--- src/rtl/det_pkg.sv ---
// Shared types and constants for the debounced edge timestamper.
// No dependencies; every other file imports this package.
`timescale 1ns / 1ps
`default_nettype none

package det_pkg;

  // Up to seven bytes per item: a two-byte status reply and a five-byte change frame
  localparam int unsigned MAX_BYTES   = 7;
  localparam int unsigned IDX_W       = $clog2(MAX_BYTES);
  localparam int unsigned CNT_W       = $clog2(MAX_BYTES + 1);
  localparam int unsigned QUEUE_DEPTH = 4;
  localparam int unsigned CFG_IDX_W   = 3;
  localparam int unsigned FRAME_BYTES = 5;

  localparam logic [7:0]  DEBOUNCE_RST  = 8'h05;
  localparam logic [7:0]  STATUS_RQ_RST = 8'h45;  // 'E'
  localparam logic [7:0]  STATUS_RP_RST = 8'h45;  // 'E'
  localparam logic [7:0]  HEADER_RST    = 8'h58;  // 'X'
  localparam logic [7:0]  SCAN_RST      = 8'h4A;  // 'J'
  localparam logic [7:0]  TOP_SAT       = 8'hFF;
  localparam logic [23:0] COUNT_SAT     = 24'hFF_FFFF;

  typedef enum logic [CFG_IDX_W-1:0] {
    REG_DEBOUNCE_TICKS = 3'd0,
    REG_STATUS_RQ      = 3'd1,
    REG_STATUS_RP      = 3'd2,
    REG_HEADER         = 3'd3,
    REG_SCAN           = 3'd4
  } cfg_reg_e;

  typedef enum logic [1:0] {
    PH_WAIT     = 2'd0,
    PH_DEBOUNCE = 2'd1,
    PH_FRAME    = 2'd2
  } phase_e;

  // One queued job: the bytes caused by one accepted item
  typedef struct packed {
    logic [CNT_W-1:0]              count;
    logic [MAX_BYTES-1:0][7:0]     bytes;
    logic                          led;
  } job_t;

endpackage

`default_nettype wire

--- src/rtl/det_if.sv ---
// Handshake channels of the timestamper: input steps, result bytes, register writes.
// Depends on det_pkg.
`timescale 1ns / 1ps
`default_nettype none

interface det_in_if;
  logic       valid;
  logic       ready;
  logic       pin_raw;
  logic       chrono_tick;
  logic       debounce_tick;
  logic       rx_valid;
  logic [7:0] rx_byte;
  modport source (output valid, pin_raw, chrono_tick, debounce_tick, rx_valid, rx_byte,
                  input ready);
  modport sink   (input valid, pin_raw, chrono_tick, debounce_tick, rx_valid, rx_byte,
                  output ready);
endinterface

interface det_out_if;
  logic       valid;
  logic       ready;
  logic [7:0] tx_byte;
  logic       tx_last;
  logic       led_on;
  modport source (output valid, tx_byte, tx_last, led_on, input ready);
  modport sink   (input valid, tx_byte, tx_last, led_on, output ready);
endinterface

interface det_cfg_if import det_pkg::*; ();
  logic                 valid;
  logic                 ready;
  logic [CFG_IDX_W-1:0] index;
  logic [7:0]           data;
  modport source (output valid, index, data, input ready);
  modport sink   (input valid, index, data, output ready);
endinterface

`default_nettype wire

--- src/rtl/det_front.sv ---
// Front end: register file, elapsed counter, debounce automaton and job builder.
// Depends on det_pkg and det_if; feeds det_fifo.
`timescale 1ns / 1ps
`default_nettype none

module det_front import det_pkg::*; (
  input  wire logic clk_i,
  input  wire logic rst_ni,
  det_in_if.sink    in_i,
  det_cfg_if.sink   cfg_i,
  input  wire logic fifo_full_i,
  output job_t      job_o,
  output logic      push_o
);

  logic [7:0]  deb_ticks_q, status_rq_q, status_rp_q, header_q, scan_q;
  phase_e      phase_q, phase_d;
  logic [23:0] elapsed_q, elapsed_d;
  logic [23:0] stamp_q, stamp_d;
  logic [7:0]  deb_left_q, deb_left_d;
  logic        stable_q, stable_d;
  logic        first_q, first_d;

  logic        accept;
  logic        level;
  logic [7:0]  deb_dec;
  logic [23:0] elapsed_inc;
  logic [15:0] low_inc;
  logic [7:0]  top_inc;
  logic [24:0] sum;
  logic        status_hit, scan_hit, frame_now;
  logic [1:0]  ser_n;
  logic [7:0]  ser0, ser1;
  logic [FRAME_BYTES-1:0][7:0] frame_b;

  assign cfg_i.ready = 1'b1;
  assign in_i.ready  = ~fifo_full_i;
  assign accept      = in_i.valid & ~fifo_full_i;
  assign level       = ~in_i.pin_raw;

  // Write configuration registers
  always_ff @(posedge clk_i or negedge rst_ni) begin
    if (!rst_ni) begin
      deb_ticks_q <= DEBOUNCE_RST;
      status_rq_q <= STATUS_RQ_RST;
      status_rp_q <= STATUS_RP_RST;
      header_q    <= HEADER_RST;
      scan_q      <= SCAN_RST;
    end else if (cfg_i.valid) begin
      unique case (cfg_reg_e'(cfg_i.index))
        REG_DEBOUNCE_TICKS: deb_ticks_q <= cfg_i.data;
        REG_STATUS_RQ:      status_rq_q <= cfg_i.data;
        REG_STATUS_RP:      status_rp_q <= cfg_i.data;
        REG_HEADER:         header_q    <= cfg_i.data;
        REG_SCAN:           scan_q      <= cfg_i.data;
        default: ;
      endcase
    end
  end

  // Debounce tick, then chrono tick: low half wraps, top byte saturates
  always_comb begin
    deb_dec = (in_i.debounce_tick && deb_left_q != 8'd0) ? deb_left_q - 8'd1 : deb_left_q;
    low_inc = elapsed_q[15:0] + 16'd1;
    top_inc = elapsed_q[23:16];
    if (low_inc == 16'd0 && top_inc != TOP_SAT) begin
      top_inc = top_inc + 8'd1;
    end
    elapsed_inc = in_i.chrono_tick ? {top_inc, low_inc} : elapsed_q;
    sum = {1'b0, elapsed_inc} + {1'b0, stamp_q};
  end

  // Phase automaton
  always_comb begin
    phase_d    = phase_q;
    elapsed_d  = elapsed_inc;
    stamp_d    = stamp_q;
    deb_left_d = deb_dec;
    stable_d   = stable_q;
    first_d    = first_q;
    frame_now  = 1'b0;
    unique case (phase_q)
      PH_DEBOUNCE: begin
        if (deb_dec == 8'd0) begin
          if (level == stable_q) begin
            // spurious pulse: give the consumed time back
            elapsed_d = sum[24] ? COUNT_SAT : sum[23:0];
            phase_d   = PH_WAIT;
          end else begin
            stable_d = level;
            phase_d  = PH_FRAME;
          end
        end
      end
      PH_FRAME: begin
        frame_now = 1'b1;
        phase_d   = PH_WAIT;
      end
      default: begin
        phase_d = PH_WAIT;
        if (level != stable_q) begin
          stamp_d    = first_q ? 24'd0 : elapsed_inc;
          elapsed_d  = 24'd0;
          deb_left_d = deb_ticks_q;
          first_d    = 1'b0;
          phase_d    = PH_DEBOUNCE;
        end
      end
    endcase
  end

  // Serial service and job assembly: reply bytes first, then the frame
  always_comb begin
    status_hit = in_i.rx_valid && in_i.rx_byte == status_rq_q;
    scan_hit   = in_i.rx_valid && !status_hit && in_i.rx_byte == scan_q;
    ser_n      = status_hit ? 2'd2 : (scan_hit ? 2'd1 : 2'd0);
    ser0       = status_hit ? status_rp_q : scan_q;
    ser1       = {7'd0, stable_q};
    frame_b[0] = header_q;
    frame_b[1] = {7'd0, stable_q};
    frame_b[2] = stamp_q[23:16];
    frame_b[3] = stamp_q[15:8];
    frame_b[4] = stamp_q[7:0];
    job_o.bytes = '0;
    case (ser_n)
      2'd2: begin
        job_o.bytes[0]   = ser0;
        job_o.bytes[1]   = ser1;
        job_o.bytes[6:2] = frame_b;
      end
      2'd1: begin
        job_o.bytes[0]   = ser0;
        job_o.bytes[5:1] = frame_b;
      end
      default: begin
        job_o.bytes[4:0] = frame_b;
      end
    endcase
    job_o.count = CNT_W'(ser_n) + (frame_now ? CNT_W'(FRAME_BYTES) : CNT_W'(0));
    job_o.led   = (phase_d == PH_FRAME) ? stable_d : ~stable_d;
    push_o      = accept && job_o.count != '0;
  end

  // Hold state until an item is accepted
  always_ff @(posedge clk_i or negedge rst_ni) begin
    if (!rst_ni) begin
      phase_q    <= PH_WAIT;
      elapsed_q  <= '0;
      stamp_q    <= '0;
      deb_left_q <= DEBOUNCE_RST;
      stable_q   <= 1'b0;
      first_q    <= 1'b1;
    end else if (accept) begin
      phase_q    <= phase_d;
      elapsed_q  <= elapsed_d;
      stamp_q    <= stamp_d;
      deb_left_q <= deb_left_d;
      stable_q   <= stable_d;
      first_q    <= first_d;
    end
  end

endmodule

`default_nettype wire

--- src/rtl/det_fifo.sv ---
// Job queue between front and back end.
// Depends on det_pkg for the job type.
`timescale 1ns / 1ps
`default_nettype none

module det_fifo import det_pkg::*; #(
  parameter int unsigned Depth = QUEUE_DEPTH
) (
  input  wire logic clk_i,
  input  wire logic rst_ni,
  input  wire logic push_i,
  input  wire job_t job_i,
  input  wire logic pop_i,
  output job_t      head_o,
  output logic      full_o,
  output logic      empty_o
);

  localparam int unsigned PtrW = (Depth > 1) ? $clog2(Depth) : 1;
  localparam int unsigned CntW = $clog2(Depth + 1);

  job_t            mem_q [Depth];
  logic [PtrW-1:0] wr_q, rd_q;
  logic [CntW-1:0] cnt_q;

  assign full_o  = cnt_q == CntW'(Depth);
  assign empty_o = cnt_q == '0;
  assign head_o  = mem_q[rd_q];

  // Store pushed jobs
  always_ff @(posedge clk_i) begin
    if (push_i) begin
      mem_q[wr_q] <= job_i;
    end
  end

  // Advance pointers and fill count
  always_ff @(posedge clk_i or negedge rst_ni) begin
    if (!rst_ni) begin
      wr_q  <= '0;
      rd_q  <= '0;
      cnt_q <= '0;
    end else begin
      if (push_i) begin
        wr_q <= (wr_q == PtrW'(Depth - 1)) ? '0 : wr_q + PtrW'(1);
      end
      if (pop_i) begin
        rd_q <= (rd_q == PtrW'(Depth - 1)) ? '0 : rd_q + PtrW'(1);
      end
      if (push_i && !pop_i) begin
        cnt_q <= cnt_q + CntW'(1);
      end else if (pop_i && !push_i) begin
        cnt_q <= cnt_q - CntW'(1);
      end
    end
  end

endmodule

`default_nettype wire

--- src/rtl/det_back.sv ---
// Back end: serializes the head job into result bytes through an output register.
// Depends on det_pkg and det_if; reads det_fifo.
`timescale 1ns / 1ps
`default_nettype none

module det_back import det_pkg::*; (
  input  wire logic  clk_i,
  input  wire logic  rst_ni,
  input  wire job_t  head_i,
  input  wire logic  empty_i,
  output logic       pop_o,
  det_out_if.source  out_o
);

  logic [IDX_W-1:0] idx_q;
  logic             valid_q;
  logic [7:0]       byte_q;
  logic             last_q, led_q;
  logic             load, is_last;

  assign load    = !empty_i && (!valid_q || out_o.ready);
  assign is_last = (CNT_W'(idx_q) + CNT_W'(1)) == head_i.count;
  assign pop_o   = load && is_last;

  assign out_o.valid   = valid_q;
  assign out_o.tx_byte = byte_q;
  assign out_o.tx_last = last_q;
  assign out_o.led_on  = led_q;

  // Step through the head job one byte per load
  always_ff @(posedge clk_i or negedge rst_ni) begin
    if (!rst_ni) begin
      idx_q   <= '0;
      valid_q <= 1'b0;
    end else begin
      if (load) begin
        idx_q   <= is_last ? '0 : idx_q + IDX_W'(1);
        valid_q <= 1'b1;
      end else if (out_o.ready) begin
        valid_q <= 1'b0;
      end
    end
  end

  // Output payload register
  always_ff @(posedge clk_i) begin
    if (load) begin
      byte_q <= head_i.bytes[idx_q];
      last_q <= is_last;
      led_q  <= head_i.led;
    end
  end

endmodule

`default_nettype wire

--- src/rtl/debounced_edge_timestamper.sv ---
// Top level of the debounced edge timestamper: front end, job queue, back end.
// Depends on det_pkg, det_if, det_front, det_fifo and det_back.
//
//   channel   dir   carries                                        accepted when
//   in_i      in    pin_raw, chrono_tick, debounce_tick, rx_*      valid & ready
//   out_o     out   tx_byte, tx_last, led_on                       valid & ready
//   cfg_i     in    index (register number), data                  valid & ready
//
// The front end takes one item per cycle while the job queue has room, updating
// all state in the cycle of acceptance. The back end sends one byte per cycle while
// out_o is ready; an item causes at most 7 bytes, and the queue (QueueDepth jobs)
// absorbs bursts. Reset clears control state only; no clearing pass.
// Configuration writes are always ready.
`timescale 1ns / 1ps
`default_nettype none

module debounced_edge_timestamper import det_pkg::*; #(
  parameter int unsigned QueueDepth = QUEUE_DEPTH
) (
  input  wire logic clk_i,
  input  wire logic rst_ni,
  det_in_if.sink    in_i,
  det_cfg_if.sink   cfg_i,
  det_out_if.source out_o
);

  job_t job, head;
  logic job_push, job_pop, fifo_full, fifo_empty;

  det_front u_front (
    .clk_i       (clk_i),
    .rst_ni      (rst_ni),
    .in_i        (in_i),
    .cfg_i       (cfg_i),
    .fifo_full_i (fifo_full),
    .job_o       (job),
    .push_o      (job_push)
  );

  det_fifo #(
    .Depth (QueueDepth)
  ) u_fifo (
    .clk_i   (clk_i),
    .rst_ni  (rst_ni),
    .push_i  (job_push),
    .job_i   (job),
    .pop_i   (job_pop),
    .head_o  (head),
    .full_o  (fifo_full),
    .empty_o (fifo_empty)
  );

  det_back u_back (
    .clk_i   (clk_i),
    .rst_ni  (rst_ni),
    .head_i  (head),
    .empty_i (fifo_empty),
    .pop_o   (job_pop),
    .out_o   (out_o)
  );

`ifndef ASSERT_OFF
  // Never push into a full queue
  assert property (@(posedge clk_i) disable iff (!rst_ni) job_push |-> !fifo_full)
    else $error("job pushed into full queue");

  // Never pop an empty queue
  assert property (@(posedge clk_i) disable iff (!rst_ni) job_pop |-> !fifo_empty)
    else $error("job popped from empty queue");

  // A queued job always carries at least one byte
  assert property (@(posedge clk_i) disable iff (!rst_ni)
                   !fifo_empty |-> (head.count != '0))
    else $error("empty job at queue head");

  // Popping a job presents its last byte on the next cycle
  assert property (@(posedge clk_i) disable iff (!rst_ni)
                   job_pop |=> (out_o.valid && out_o.tx_last))
    else $error("job retired without last byte");
`endif

endmodule

`default_nettype wire

--- src/flat_wrapper.sv ---
// flat-port wrapper written by rule: the top's interface ports become plain ports
module debounced_edge_timestamper_flat import det_pkg::*;
#(
  parameter int unsigned QueueDepth = QUEUE_DEPTH
)
  (clk_i, rst_ni, in_i_valid, in_i_pin_raw, in_i_chrono_tick, in_i_debounce_tick, in_i_rx_valid, in_i_rx_byte, in_i_ready, cfg_i_valid, cfg_i_index, cfg_i_data, cfg_i_ready, out_o_valid, out_o_tx_byte, out_o_tx_last, out_o_led_on, out_o_ready);
  det_in_if in_i_i ();
  det_cfg_if cfg_i_i ();
  det_out_if out_o_i ();
  input  wire logic clk_i;
  input  wire logic rst_ni;
  input wire logic [$bits(in_i_i.valid)-1:0] in_i_valid;
  input wire logic [$bits(in_i_i.pin_raw)-1:0] in_i_pin_raw;
  input wire logic [$bits(in_i_i.chrono_tick)-1:0] in_i_chrono_tick;
  input wire logic [$bits(in_i_i.debounce_tick)-1:0] in_i_debounce_tick;
  input wire logic [$bits(in_i_i.rx_valid)-1:0] in_i_rx_valid;
  input wire logic [$bits(in_i_i.rx_byte)-1:0] in_i_rx_byte;
  output wire logic [$bits(in_i_i.ready)-1:0] in_i_ready;
  input wire logic [$bits(cfg_i_i.valid)-1:0] cfg_i_valid;
  input wire logic [$bits(cfg_i_i.index)-1:0] cfg_i_index;
  input wire logic [$bits(cfg_i_i.data)-1:0] cfg_i_data;
  output wire logic [$bits(cfg_i_i.ready)-1:0] cfg_i_ready;
  output wire logic [$bits(out_o_i.valid)-1:0] out_o_valid;
  output wire logic [$bits(out_o_i.tx_byte)-1:0] out_o_tx_byte;
  output wire logic [$bits(out_o_i.tx_last)-1:0] out_o_tx_last;
  output wire logic [$bits(out_o_i.led_on)-1:0] out_o_led_on;
  input wire logic [$bits(out_o_i.ready)-1:0] out_o_ready;
  assign in_i_i.valid = in_i_valid;
  assign in_i_i.pin_raw = in_i_pin_raw;
  assign in_i_i.chrono_tick = in_i_chrono_tick;
  assign in_i_i.debounce_tick = in_i_debounce_tick;
  assign in_i_i.rx_valid = in_i_rx_valid;
  assign in_i_i.rx_byte = in_i_rx_byte;
  assign in_i_ready = in_i_i.ready;
  assign cfg_i_i.valid = cfg_i_valid;
  assign cfg_i_i.index = cfg_i_index;
  assign cfg_i_i.data = cfg_i_data;
  assign cfg_i_ready = cfg_i_i.ready;
  assign out_o_valid = out_o_i.valid;
  assign out_o_tx_byte = out_o_i.tx_byte;
  assign out_o_tx_last = out_o_i.tx_last;
  assign out_o_led_on = out_o_i.led_on;
  assign out_o_i.ready = out_o_ready;
  debounced_edge_timestamper #(.QueueDepth(QueueDepth)) u_core (.clk_i(clk_i), .rst_ni(rst_ni), .in_i(in_i_i), .cfg_i(cfg_i_i), .out_o(out_o_i));
endmodule
--- config.mk ---
export PLATFORM = sky130hd
export DESIGN_NAME = debounced_edge_timestamper_flat
export DESIGN_NICKNAME = d
export VERILOG_FILES = /design/src/rtl/det_pkg.sv /design/src/rtl/det_if.sv /design/src/rtl/det_front.sv /design/src/rtl/det_fifo.sv /design/src/rtl/det_back.sv /design/src/rtl/debounced_edge_timestamper.sv /design/src/flat_wrapper.sv
export SDC_FILE = /design/constraint.sdc
export NUM_CORES = 1
export LEC_CHECK = 0
export ABC_CLOCK_PERIOD_IN_PS = 4600
export BUFFER_PORTS_ARGS = -buffer_cell sky130_fd_sc_hd__buf_4
export CORE_MARGIN = 2
export CORE_UTILIZATION = 35
export CTS_CLUSTER_DIAMETER = 150
export DETAILED_ROUTE_END_ITERATION = 8
export REMOVE_ABC_BUFFERS = 1
export SLEW_MARGIN = 10
export SYNTH_ARGS = -nofsm -noshare
export SYNTH_HDL_FRONTEND = slang
export SYNTH_HIERARCHICAL = 1
export SYNTH_SLANG_ARGS = --single-unit
--- constraint.sdc ---
create_clock -name clk_i -period 4.6 [get_ports clk_i]
set_clock_uncertainty 0.2 [all_clocks]
set_input_delay 0.46 -clock clk_i [delete_from_list [all_inputs] [get_ports clk_i]]
set_output_delay 0.46 -clock clk_i [all_outputs]
set_load 0.1 [all_outputs]
# Word level (Yosys, flattened, before mapping)

Memories as Yosys holds them, arrays and structs flattened.
Cells that the tools add are included.

Bitwise logic cells: 5
Mux-type cells: 38
$lt $le $gt $ge: 1
$add $sub $neg: 10
Eq/ne operators: 18
Reductions and logical operators: 31

Operators with widths:

| operator                                                              | number |
|---|---|
| 24-bit 2-to-1 mux                                                     | 6 |
| 40-bit case mux with 2 select lines                                   | 1 |
| 8-bit 2-to-1 mux                                                      | 7 |
| 24-bit case mux with 2 select lines                                   | 1 |
| 24-bit by 24-bit adder with 25-bit output                             | 1 |
| 8-bit binary-select mux with 3-bit select                             | 1 |
| 16-bit by 1-bit adder with 16-bit output, second input constant       | 1 |
| 8-bit equality test                                                   | 2 |
| 16-bit logical NOT                                                    | 1 |
| 8-bit case mux with 2 select lines                                    | 1 |
| 3-bit 2-to-1 mux                                                      | 4 |
| 1-bit 2-to-1 mux                                                      | 11 |
| 2-bit equality test, second input constant                            | 5 |
| 1-bit logical AND                                                     | 10 |
| 2-bit 2-to-1 mux                                                      | 5 |
| 2-bit AND reduction                                                   | 5 |
| 8-bit by 1-bit adder with 8-bit output, second input constant         | 1 |
| 8-bit logical NOT                                                     | 1 |
| 8-bit != test, second input constant                                  | 1 |
| 8-bit nonzero test                                                    | 1 |
| 8-bit by 1-bit subtractor with 8-bit output, second input constant    | 1 |
| 3-bit by 1-bit adder with 3-bit output, second input constant         | 2 |
| 3-bit by 2-bit equality test with 1-bit output, second input constant | 2 |
| 3-bit equality test, second input constant                            | 2 |
| 19 further kinds                                                      | 30 |

RAM bits: 240
Flip-flop bits (word level): 121
Memories: 1
Input port bits: 28

Memory list:

| name                | depth | width | read ports | clocked after Yosys merged registers in | wr ports | line           | source |
|---|---|---|---|---|---|---|---|
| u_core.u_fifo.mem_q | 4     | 60    | 1          | 0                                       | 1        | det_fifo.sv:22 | `job_t mem_q [Depth];` |

# Logic depth before layout (Yosys ltp)

Gate-level depths: netlist of the first run.

Depth in word-level cells: 14
Depth in mapped cells: 21
Gate-level depth less buffers: 19

# Cells and area by module

Netlist of the first run, hierarchy kept.

By module, submodules not included:

| module    | instances | cells each | area each (µm²) | sequential area each (µm²) |
|---|---|---|---|---|
| det_fifo  | 1         | 351        | 9143.8          | 7382.1 |
| det_front | 1         | 931        | 7990.2          | 2523.7 |
| det_back  | 1         | 89         | 996.0           | 400.4 |

# Least setup slack after synthesis of the first run

No wires, ideal clock.

Path kind: reg-to-reg
Start: register u_core.u_front.status_rq_q[6]
End: memory u_core/u_fifo/mem_q[1][0] (netlist bit) (enable)
Library setup time: 0.424 ns
Stages on the path, launching flop included: 13
Arrival: 4.148 ns
Buffers on the path: 2
Path slack: -0.172 ns
Cells stage by stage: dfstp_2 -> xnor2_1 -> nand4_1 -> nor2_1 -> nor4_1 -> clkbuf_1 -> clkbuf_1 -> ha_1 -> ha_1 -> xor2_1 -> nor3_1 -> nor2_1 -> and2_1

RTL lines:

| item                   | line            | source |
|---|---|---|
| from (decl)            | det_front.sv:16 | `logic [7:0] deb_ticks_q, status_rq_q, status_rp_q, header_q, scan_q;` |
| from (signal assigned) | det_front.sv:52 | `REG_STATUS_RQ: status_rq_q <= cfg_i.data;` |
| to (decl)              | det_fifo.sv:22  |  |

# Worst setup path in the final report of the first run

Start: register u_core.u_front.elapsed_q[0]
End: register u_core.u_front.elapsed_q[7]

Cells in the longest elaborated chain, start to end: 10
Elaborated cells on any way between the ends: 11

Ends and longest elaborated chain:

| item                                      | line             | source |
|---|---|---|
| from (decl)                               | det_front.sv:18  | `logic [23:0] elapsed_q, elapsed_d;` |
| from (signal assigned)                    | det_front.sv:155 | `elapsed_q <= elapsed_d;` |
| 16-bit by 1-bit adder with 16-bit output  | det_front.sv:64  | `low_inc = elapsed_q[15:0] + 16'd1;` |
| 16-bit logical NOT                        | det_front.sv:66  | `if (low_inc == 16'd0 && top_inc != TOP_SAT) begin` |
| 1-bit logical AND                         | det_front.sv:66  |  |
| 8-bit 2-to-1 mux                          | det_front.sv:66  |  |
| 24-bit 2-to-1 mux (*)                     | det_front.sv:69  | `elapsed_inc = in_i.chrono_tick ? {top_inc, low_inc} : elapsed_q;` |
| 24-bit by 24-bit adder with 25-bit output | det_front.sv:70  | `sum = {1'b0, elapsed_inc} + {1'b0, stamp_q};` |
| 24-bit 2-to-1 mux                         | det_front.sv:87  | `elapsed_d = sum[24] ? COUNT_SAT : sum[23:0];` |
| 24-bit 2-to-1 mux                         | det_front.sv:85  | `if (level == stable_q) begin` |
| 24-bit 2-to-1 mux                         | det_front.sv:84  | `if (deb_dec == 8'd0) begin` |
| 24-bit case mux with 2 select lines (*)   | det_front.sv:82  | `unique case (phase_q)` |

Mark *: on every way between the ends. The rest lies on a longest branch, timed or not.
A chain may end at the register's enable or synchronous reset.

==> flow_metrics.env, run 1 <==
export IMPL_peakVddDrop_uv=220
export IMPL_finalCriticalPeriod_ns=4.51
export IMPL_r2r_end="u_core/u_front/elapsed_q[7]$_DFFE_PN0P_"
export IMPL_synthTopCellsByArea="edfxtp_1 41%, dfrtp_1 13%, mux4_2 8.2%, mux2_2 2.9%, ha_1 2.8%"
export IMPL_drtAntennaViolNets=0
export IMPL_grt_antenna_before_repair=0
export IMPL_fp_dieArea_mm2=0.0536
export IMPL_ios=41
export IMPL_synthArstFlopShare_pct=30.7
export IMPL_diodes=0
export IMPL_routed_wl_met3_mm=2.36
export IMPL_die_w_um=232
export IMPL_stdcell_count=2206
export IMPL_fmax_mhz=222
export IMPL_dr_max_layer_used="met4"
export IMPL_wl_met1_mm=19.7
export IMPL_max_cap_violations=0
export IMPL_worstPathRequired_ns=4.83
export IMPL_setup_worst_path_start="u_core/u_front/elapsed_q[0]$_DFFE_PN0P_"
export IMPL_track_usage_pct=17.0
export IMPL_postSynthCellCount=1371
export IMPL_synth_edf_count=250
export IMPL_clkTransAtPathRegs_ns=0.06
export IMPL_critPathLaunchType="flip-flop"
export IMPL_wl_per_cell_um=20.4
export IMPL_r2r_start="u_core/u_front/elapsed_q[0]$_DFFE_PN0P_"
export IMPL_grt_pass1_wl_mm=70.3
export IMPL_finalNetCount=1565
export IMPL_die_y_um=232
export IMPL_drtIter0Drc=784
export IMPL_avgSynthCellArea_um2=13.2
export IMPL_hold_viol=0
export IMPL_criticalPathCategory="reg2reg"
export IMPL_period_share_pct=98.1
export IMPL_synth_warnings=6
export IMPL_dr_wl_met2_mm=21.9
export IMPL_crit_end="u_core/u_front/elapsed_q[7]$_DFFE_PN0P_"
export IMPL_clock_root_buffer="clkbuf_16"
export IMPL_rsz0062_at_grt="yes"
export IMPL_status="finished clean"
export IMPL_cts_sinks=361
export IMPL_netlist_area_mm2=0.0181
export IMPL_post_dp_hpwl_mm=30.4
export IMPL_critPathArrivalTime_ns=4.75
export IMPL_tightest_slew_ns=1.18
export IMPL_setup_tns_ns=0
export IMPL_drc=0
export IMPL_via_per_inst=5.37
export IMPL_port_buffers=39
export IMPL_cts_buffers=41
export IMPL_slew_headroom_pct=21.5
export IMPL_yosys_register_bits=361
export IMPL_gp_routability_congestion=0.890
export IMPL_start_util_pct=35.3
export IMPL_dp_cells=2116
export IMPL_grt_overflow=0
export IMPL_h_tree_depth=2
export IMPL_dr_pass1_iters=5
export IMPL_regToRegSetupSlack_ns=0.09
export IMPL_yosys_area_top_type="edfxtp_1"
export IMPL_grt_max_degree=69
export IMPL_pwr_density_cell_mw_per_mm2=550
export IMPL_clkLatencyLatePin_ns=0.56
export IMPL_leakagePower_nw=8.07
export IMPL_synthToLayoutAreaGrowth_pct=17.9
export IMPL_num_vias=11800
export IMPL_worstPathMaxFanout=6
export IMPL_fin_hold_ws_ns=0.144
export IMPL_placementRows=83
export IMPL_cts_path_max_buffers=3
export IMPL_end_kind="flip-flop"
export IMPL_synth_top_cell_area_share_pct=41.4
export IMPL_cts_tree="done"
export IMPL_synthFlopType="edfxtp_1"
export IMPL_yosysMostFrequentCell="edfxtp_1"
export IMPL_hp_class="in2reg"
export IMPL_ys_seq_area_share_pct=56.8
export IMPL_fp_coreArea_mm2=0.0513
export IMPL_reg2regPathDepth=19
export IMPL_slew_viol_final=0
export IMPL_layout_drive_gt1_share_pct=26.7
export IMPL_grt_pass1_vias=12100
export IMPL_synthTopCellsByCount="250 x edfxtp_1, 136 x nand2_1, 94 x dfrtp_1"
export IMPL_drt_total_wl_mm=44.9
export IMPL_yosysUniqueCellTypes=98
export IMPL_setup_viol=0
[logic make-up after synthesis]
kind of cell    count (synthesis)  share of synthesized area [%]
simple gates                  361                           10.1
flops                         361                           56.8
fa+ha+maj                      43                           3.05
mux                           127                           12.1
buf+inv                       112                           3.23
compound gates                295                           11.0
other cells                     1                         0.0207
xor+xnor                       71                           3.67
[sequential cells by signal, indices dropped and copies added, names as in the netlist, 3 cells and up]
signal,cells
u_core/u_fifo/cnt_q,3
u_core/u_back/out_o.tx_byte,8
u_core/u_fifo/mem_q,240
u_core/u_front/elapsed_q,24
u_core/u_front/status_rp_q,8
u_core/u_front/status_rq_q,8
u_core/u_front/stamp_q,24
u_core/u_back/idx_q,3
u_core/u_front/scan_q,8
u_core/u_front/header_q,8
u_core/u_front/deb_ticks_q,8
u_core/u_front/deb_left_q,8
[layout make-up]
| class | count | area (µm²) |
|---|---|---|
| Fill cell | 4782 | 29900 |
| Inverter | 33 | 124 |
| Clock inverter | 22 | 200 |
| Timing Repair Buffer | 159 | 1300 |
| Clock buffer | 53 | 1130 |
| Sequential cell | 361 | 10300 |
| Tap cell | 680 | 851 |
| Multi-Input combinational cell | 898 | 7440 |
[routing by layer]
layer | vias to the layer above | global-route usage [%]
met2 | 300 | 28.9
met3 | 71 | 2.94
met5 | - | 0
met1 | 5997 | 22.6
met4 | 0 | 4.51
li1 | 5472 | -
[per-stage QoR]
stage	cell area (µm²)	worst slack [ns]	total power, mW	utilization [%]
detailed placement	19700	-0.117	8.56	38.4
global route	21400	-0.139	12.4	41.6
finish	21400	0.0857	11.8	41.6
global placement	19700	-0.0262	8.52	38.4
CTS	21200	0.00695	11.9	41.4
floorplan	17700	-3.20	7.24	-
[critical path, stage by stage, from the launching register on]
cell and delay (ns):
dfrtp_1 0.39, ha_4 0.18, and3_4 0.21, nand4_4 0.11, mux2_4 0.32, o22a_1 0.19, nor4_4 0.29, and2_4 0.23
nand3_4 0.10, xnor2_4 0.21, ha_4 0.23, a21oi_2 0.15, o21bai_1 0.09, a21o_1 0.21, nor4bb_4 0.35, o211ai_4 0.21
o21a_1 0.24, nor2_1 0.10, o2bb2ai_1 0.06, a221o_1 0.31
[cell usage in the layout, fill, tap and decap left out, drive strengths merged, types with 7 or more instances in the layout]
master	netlist	final
a21o	13	13
nand4	14	14
nor2	72	72
mux4	68	68
mux2i	12	12
edfxtp	250	250
nand2b	24	24
a211oi	9	9
a22oi	23	23
a31oi	8	8
buf	37	148
xor2	26	26
inv	33	35
dfstp	17	17
and2	17	17
dfrtp	94	94
o31ai	7	7
nand2	137	137
a21oi	73	73
mux2	47	47
o211ai	12	12
clkinv	0	17
dlygate4sd3	0	11
nor3	18	18
xnor2	44	44
o21ai	78	78
ha	41	41
nor4	7	7
clkbuf	42	53
a22o	24	24
nand3	22	22
o22ai	7	7
and3	17	17
[worst min-delay path by stage]
| stage | slack, ns | end | start | depth (start not counted) |
|---|---|---|---|---|
| finish | 0.14 | u_core/u_front/deb_left_q[2]$_DFFE_PN1P_ | in_i_debounce_tick | 4 |
| global route | 0.18 | u_core/u_front/deb_left_q[2]$_DFFE_PN1P_ | in_i_debounce_tick | 4 |
| global placement | 0.28 | u_core/u_fifo/cnt_q[2]$_DFFE_PN0P_ | u_core/u_fifo/cnt_q[2]$_DFFE_PN0P_ | 1 |
| CTS | 0.10 | u_core/u_front/deb_left_q[2]$_DFFE_PN1P_ | in_i_debounce_tick | 4 |
| floorplan | -0.04 | u_core/u_back/idx_q[0]$_DFFE_PN0P_ | rst_ni | 0 |
| detailed placement | 0.28 | u_core/u_fifo/cnt_q[2]$_DFFE_PN0P_ | u_core/u_fifo/cnt_q[2]$_DFFE_PN0P_ | 1 |
[power by group]
| part | switching (mW) | internal (mW) |
|---|---|---|
| sequential | 0.447 | 3.93 |
| clock | 1.31 | 1.92 |
| combinational | 2.38 | 1.77 |
| total | 4.14 | 7.62 |
[timing repair]
item | CTS | global route
hold buffers | 11 | 0
endpoints found under the setup margin | 19 | 23
buffers inserted | 2 | 2
endpoints found under the hold margin | 91 | 0
pin swaps | 15 | 25
gates resized for setup | 19 | 22
No activity file was read; power rests on OpenSTA's default activity.
==> inputs of run 2 (changes only) <==
--- a/config.mk
+++ b/config.mk
@@ -11,6 +11,7 @@
 export CORE_UTILIZATION = 35
 export CTS_CLUSTER_DIAMETER = 150
 export DETAILED_ROUTE_END_ITERATION = 8
+export RECOVER_POWER = 25
 export REMOVE_ABC_BUFFERS = 1
 export SLEW_MARGIN = 10
 export SYNTH_ARGS = -nofsm -noshare
==> run 2 against run 1 <==
- the flow now finishes with violations (capacitance limit, slew limit)
- register-to-register slack hardly changed
- power is 0.25% lower
- sequential power hardly changed
- combinational power hardly changed
- die area stayed put
- hold slack worse by 0.0056 ns
- sequential share of layout area is 0.18 points higher
- via count is 0.35% lower
- critical path depth stayed put
- fmax hardly changed
- critical endpoint unchanged
- largest cell class unchanged
==> flow_metrics.env, run 2 (synthesized netlist as in run 1, its figures left out) <==
export IMPL_status="finished, violations left"
export IMPL_violations="capacitance limit, slew limit"
export IMPL_grt_overflow=0
export IMPL_layout_setup_ws_ns=0.0819
export IMPL_dp_cells=2116
export IMPL_synthToLayoutAreaGrowth_pct=17.4
export IMPL_max_cap_violations=1
export IMPL_leakagePower_nw=8.01
export IMPL_setup_viol=0
export IMPL_pwr_density_cell_mw_per_mm2=551
export IMPL_tightest_slew_ns=1.81
export IMPL_cts_sinks=361
export IMPL_mostFrequentLayoutCells="250 x edfxtp_1, 136 x nand2_1, 120 x buf_4"
export IMPL_dr_max_layer_used="met4"
export IMPL_drc=0
export IMPL_finalCriticalPeriod_ns=4.52
export IMPL_worstPathRequired_ns=4.83
export IMPL_drtAntennaViolNets=0
export IMPL_end_kind="flip-flop"
export IMPL_diodes=0
export IMPL_drtIter0Drc=823
export IMPL_top_register="u_core/u_fifo/mem_q"
export IMPL_grt_pass1_vias=12100
export IMPL_fillers=4795
export IMPL_criticalPathCategory="reg2reg"
export IMPL_fp_coreArea_mm2=0.0513
export IMPL_stdcell_count=2206
export IMPL_dr_wl_met2_mm=21.8
export IMPL_hold_viol=0
export IMPL_hp_class="in2reg"
export IMPL_clock_root_buffer="clkbuf_16"
export IMPL_grt_max_degree=69
export IMPL_multi_input_area_mm2=0.00744
export IMPL_track_usage_pct=17.0
export IMPL_placementRows=83
export IMPL_fmax_mhz=221
export IMPL_mostFrequentLayoutCell="edfxtp_1"
export IMPL_die_w_um=232
export IMPL_wl_met1_mm=19.9
export IMPL_ios=41
export IMPL_regArea_mm2=0.0103
export IMPL_slew_headroom_pct=-20.8
export IMPL_grt_pass1_wl_mm=70.3
export IMPL_via_per_inst=5.35
export IMPL_port_buffers=39
export IMPL_critPathLaunchType="flip-flop"
export IMPL_reg_top3="u_core/u_fifo/mem_q (240), u_core/u_front/elapsed_q (24), u_core/u_front/stamp_q (24)"
export IMPL_finalNetCount=1565
export IMPL_cts_path_max_buffers=3
export IMPL_gp_routability_congestion=0.890
export IMPL_start_util_pct=35.3
export IMPL_wl_per_cell_um=20.4
export IMPL_peakVddDrop_uv=220
export IMPL_largest_reg_flops=240
export IMPL_num_vias=11800
export IMPL_power_total_mw=11.7
export IMPL_h_tree_depth=2
export IMPL_clkTransAtPathRegs_ns=0.06
export IMPL_routed_wl_met3_mm=2.16
export IMPL_drt_total_wl_mm=44.9
export IMPL_post_dp_hpwl_mm=30.4
export IMPL_grt_antenna_before_repair=0
export IMPL_cts_tree="done"
export IMPL_cts_buffers=41
export IMPL_worstPathMaxFanout=6
export IMPL_fp_dieArea_mm2=0.0536
export IMPL_dr_pass1_iters=5
export IMPL_rsz0062_at_grt="yes"
export IMPL_pre_cts_ws_ns=-0.117
export IMPL_final_core_util_pct=41.5
export IMPL_die_y_um=232
export IMPL_layout_drive_gt1_share_pct=25.5
export IMPL_clkLatencyLatePin_ns=0.56
export IMPL_critPathArrivalTime_ns=4.75
export IMPL_period_share_pct=98.2
export IMPL_slew_viol_final=69
export IMPL_setup_tns_ns=0
## run 2: power by group
part	internal, mW	switching (mW)	total (mW)
combinational	1.74	2.38	4.12
sequential	3.93	0.447	4.38
clock	1.92	1.31	3.23
total	7.59	4.14	11.7
## run 2: routing by layer
metal / global-route usage [%] / up-vias
met2: 28.9 / 280
met1: 22.6 / 5985
met5: 0 / -
met3: 2.94 / 69
li1: - / 5465
met4: 4.51 / 0
## run 2: final cells by class
cell class,count,area share (%)
clock buffers,53,5.33
clock inverters,22,0.941
inverters,33,0.582
multi-input cells,898,35.0
flip-flops and latches,361,48.5
well taps,680,4.00
repair buffers,159,5.74
## run 2: final timing paths
kind                                                          from                                  endpoint  slack, ns  cells past startpoint
setup reg to reg           u_core/u_front/elapsed_q[0]$_DFFE_PN0P_   u_core/u_front/elapsed_q[7]$_DFFE_PN0P_       0.08                     19
hold / removal                                  in_i_debounce_tick  u_core/u_front/deb_left_q[2]$_DFFE_PN1P_       0.14                      4
max in group asynchronous                                   rst_ni         u_core/u_fifo/rd_q[0]$_DFFE_PN0P_       1.28                      3
min in group asynchronous                                   rst_ni    u_core/u_front/header_q[5]$_DFFE_PN0P_       0.75                      2
setup / recovery           u_core/u_front/elapsed_q[0]$_DFFE_PN0P_   u_core/u_front/elapsed_q[7]$_DFFE_PN0P_       0.08                     19
hold reg to reg                 u_core/u_fifo/cnt_q[2]$_DFFE_PN0P_        u_core/u_fifo/cnt_q[2]$_DFFE_PN0P_       0.29                      1
## run 2: per-stage QoR
step	instance area (µm²)	hold slack, ns
final	21300	0.138
after global routing	21300	0.181
after CTS	21200	0.103
after detailed placement	19700	0.284
after global placement	19700	0.276
after floorplan	17700	-0.0356
## run 2: what timing repair did
item	CTS	global route
buffers inserted	2	2
hold buffers	11	0
resized for setup	19	22
pin swaps	15	25
endpoints found under the hold margin	91	0
endpoints found under the setup margin	19	23
## run 2: worst max-delay path: stages (launching register included)
cell and delay [ns]:
dfrtp_1 0.39, ha_4 0.18, and3_4 0.21, nand4_4 0.11, mux2_4 0.32, o22a_1 0.19, nor4_4 0.29, and2_4 0.23
nand3_4 0.10, xnor2_4 0.21, ha_4 0.23, a21oi_2 0.15, o21bai_1 0.09, a21o_1 0.21, nor4bb_4 0.35, o211ai_4 0.21
o21a_1 0.24, nor2_1 0.10, o2bb2ai_1 0.06, a221o_1 0.31
==> inputs of run 3 (changes only) <==
--- a/config.mk
+++ b/config.mk
@@ -5,7 +5,7 @@
 export SDC_FILE = /design/constraint.sdc
 export NUM_CORES = 1
 export LEC_CHECK = 0
-export ABC_CLOCK_PERIOD_IN_PS = 4600
+export ABC_CLOCK_PERIOD_IN_PS = 4200
 export BUFFER_PORTS_ARGS = -buffer_cell sky130_fd_sc_hd__buf_4
 export CORE_MARGIN = 2
 export CORE_UTILIZATION = 35
==> constraint.sdc (replaced) <==
create_clock -name clk_i -period 4.2 [get_ports clk_i]
set_clock_uncertainty 0.2 [all_clocks]
set_input_delay 0.42 -clock clk_i [delete_from_list [all_inputs] [get_ports clk_i]]
set_output_delay 0.42 -clock clk_i [all_outputs]
set_load 0.1 [all_outputs]
==> run 3 against run 2 <==
- the flow finishes with violations (capacitance limit, slew limit, setup timing)
- via count increased by 1.9%
- setup slack got worse by 0.40 ns
- register-to-register slack got worse by 0.40 ns
- die area unchanged
- first-iteration DRC count increased by 0.85%
- final area increased by 4.7%
- sequential share of layout area decreased by 2.2 points
- hold slack got worse by 0.058 ns
- cell count increased by 2.4%
- fmax about the same
- count of clock-buffer cells in the layout decreased by 2
- critical endpoint is now u_core/u_front/elapsed_q[0]$_DFFE_PN0P_
==> flow_metrics.env, run 3 (synthesized netlist as in run 1, its figures left out) <==
export IMPL_cts_buffers=40
export IMPL_start_util_pct=35.3
export IMPL_slew_viol_final=58
export IMPL_fp_coreArea_mm2=0.0513
export IMPL_h_tree_depth=2
export IMPL_clkTransAtPathRegs_ns=0.06
export IMPL_port_buffers=39
export IMPL_worstPathCellList="ha_4, and3_4, nand4_4, mux2_4, o22a_1, nor4_4, and2_4, nand3_4, xnor2_4, ha_4, a21oi_2, o21bai_1, a21o_1, nor4bb_4, o211ai_4, buf_4, buf_6, o21ai_2, o211ai_1, o21ai_1, a22oi_1"
export IMPL_grt_pass1_wl_mm=70.9
export IMPL_end_kind="flip-flop"
export IMPL_critPathArrivalTime_ns=4.73
export IMPL_clock_root_buffer="clkbuf_16"
export IMPL_period_share_pct=107
export IMPL_cpMostUsedCell="ha_4"
export IMPL_drtAntennaViolNets=0
export IMPL_mostFrequentLayoutCells="250 x edfxtp_1, 167 x buf_4, 131 x nand2_1"
export IMPL_cp_num_buf_inv=2
export IMPL_die_y_um=232
export IMPL_hold_viol=0
export IMPL_grt_overflow=0
export IMPL_finalCriticalPeriod_ns=4.51
export IMPL_synthToLayoutAreaGrowth_pct=22.9
export IMPL_slowest_delay_ns=0.40
export IMPL_cts_sinks=361
export IMPL_die_w_um=232
export IMPL_num_vias=12000
export IMPL_reg_top3="u_core/u_fifo/mem_q (240), u_core/u_front/elapsed_q (24), u_core/u_front/stamp_q (24)"
export IMPL_layout_drive_gt1_share_pct=31.6
export IMPL_wl_per_cell_um=20.1
export IMPL_drc=0
export IMPL_pwr_density_cell_mw_per_mm2=601
export IMPL_layout_setup_ws_ns=-0.315
export IMPL_violations="capacitance limit, slew limit, setup timing"
export IMPL_fmax_mhz=222
export IMPL_slowest_stage="dfrtp_1"
export IMPL_worstPathRequired_ns=4.42
export IMPL_slew_headroom_pct=-125
export IMPL_setup_tns_ns=-4.66
export IMPL_cts_tree="done"
export IMPL_cts_path_max_buffers=3
export IMPL_mostFrequentLayoutCell="edfxtp_1"
export IMPL_via_per_inst=5.32
export IMPL_status="finished, violations left"
export IMPL_track_usage_pct=17.1
export IMPL_fp_dieArea_mm2=0.0536
export IMPL_peakVddDrop_uv=262
export IMPL_criticalPathCategory="reg2reg"
export IMPL_grt_pass1_vias=12200
export IMPL_finalNetCount=1624
export IMPL_grt_max_degree=58
export IMPL_worstPathMaxFanout=6
export IMPL_crit_family="simple AND/OR/NAND/NOR gates"
export IMPL_gp_routability_congestion=0.900
export IMPL_rsz0062_at_grt="yes"
export IMPL_post_dp_hpwl_mm=30.6
export IMPL_grt_antenna_before_repair=1
export IMPL_diodes=0
export IMPL_ios=41
export IMPL_clkLatencyLatePin_ns=0.56
export IMPL_drt_total_wl_mm=45.5
export IMPL_pre_cts_ws_ns=-0.543
export IMPL_top_register="u_core/u_fifo/mem_q"
export IMPL_largest_reg_flops=240
export IMPL_tightest_slew_ns=3.37
export IMPL_dr_pass1_iters=5
export IMPL_placementRows=83
export IMPL_max_cap_violations=1
export IMPL_hp_class="in2reg"
export IMPL_leakagePower_nw=8.42
export IMPL_drtIter0Drc=830
export IMPL_power_total_mw=13.4
export IMPL_critPathLaunchType="flip-flop"
export IMPL_setup_viol=24
run 3: cell count changes in the layout (fill, tap and decap cells not counted), moves of 7 or more:
| cell | before | now |
|---|---|---|
| o21ai_0 | 60 | 53 |
| buf_4 | 120 | 167 |
| a21oi_1 | 69 | 58 |
| buf_6 | 5 | 18 |
| a21oi_2 | 4 | 14 |
run 3: tightest hold or removal path, delay by kind of cell:
kind / cells / cell delay (ns)
compound gates: 3 / 0.27
buf+inv: 1 / 0.13
run 3: worst paths after layout:
path,start,to,slack (ns),depth (start not counted)
hold reg to reg,u_core/u_fifo/cnt_q[2]$_DFFE_PN0P_,u_core/u_fifo/cnt_q[2]$_DFFE_PN0P_,0.30,1
hold / removal,in_i_debounce_tick,u_core/u_front/deb_left_q[2]$_DFFE_PN1P_,0.08,4
max in group asynchronous,rst_ni,u_core/u_front/elapsed_q[14]$_DFFE_PN0P_,0.51,2
setup / recovery,u_core/u_front/elapsed_q[0]$_DFFE_PN0P_,u_core/u_front/elapsed_q[0]$_DFFE_PN0P_,-0.31,21
setup reg to reg,u_core/u_front/elapsed_q[0]$_DFFE_PN0P_,u_core/u_front/elapsed_q[0]$_DFFE_PN0P_,-0.31,21
min in group asynchronous,rst_ni,u_core/u_front/status_rp_q[7]$_DFFE_PN0P_,1.38,2
run 3: metrics by stage:
| stage | instances | utilization (%) | cell area, µm² | hold WS, ns |
|---|---|---|---|---|
| detailed placement | 2155 | 39.1 | 20000 | 0.296 |
| floorplan | 1292 | - | 17700 | -0.0756 |
| global route | 2260 | 43.4 | 22300 | 0.151 |
| global placement | 2155 | 39.1 | 20000 | 0.272 |
| finish | 2260 | 43.4 | 22300 | 0.0806 |
| CTS | 2249 | 42.9 | 22000 | 0.0502 |
run 3: repair_timing:
item,CTS,global route
resized for setup,79,47
hold buffers,11,0
buffers inserted,14,14
endpoints found under the hold margin,83,0
pin swaps,69,43
endpoints found under the setup margin,24,24
run 3: final cells by class:
cell class / instances / area [µm²]
fillers: 4647 / 29000
clock buffers: 51 / 1090
well taps: 680 / 851
flip-flops and latches: 361 / 10300
clock inverters: 18 / 299
multi-input cells: 898 / 7800
inverters: 33 / 124
repair buffers: 219 / 1800
run 3: routing by layer:
| metal | GRT usage, % | wire length, µm | vias up | part of all wire [%] |
|---|---|---|---|---|
| met2 | 28.8 | 22100 | 272 | 49 |
| met3 | 2.07 | 1890 | 69 | 4.2 |
| li1 | - | - | 5595 | - |
| met1 | 22.9 | 20200 | 6084 | 44 |
| met4 | 6.05 | 1260 | 0 | 2.8 |
| met5 | 0 | 0 | - | 0 |
run 3: power breakdown:
part           internal [mW]  switching (mW)  leakage, nW
Sequential              4.31           0.409         3.68
Clock                   2.28            1.44        0.677
Combinational           2.12            2.85         4.06
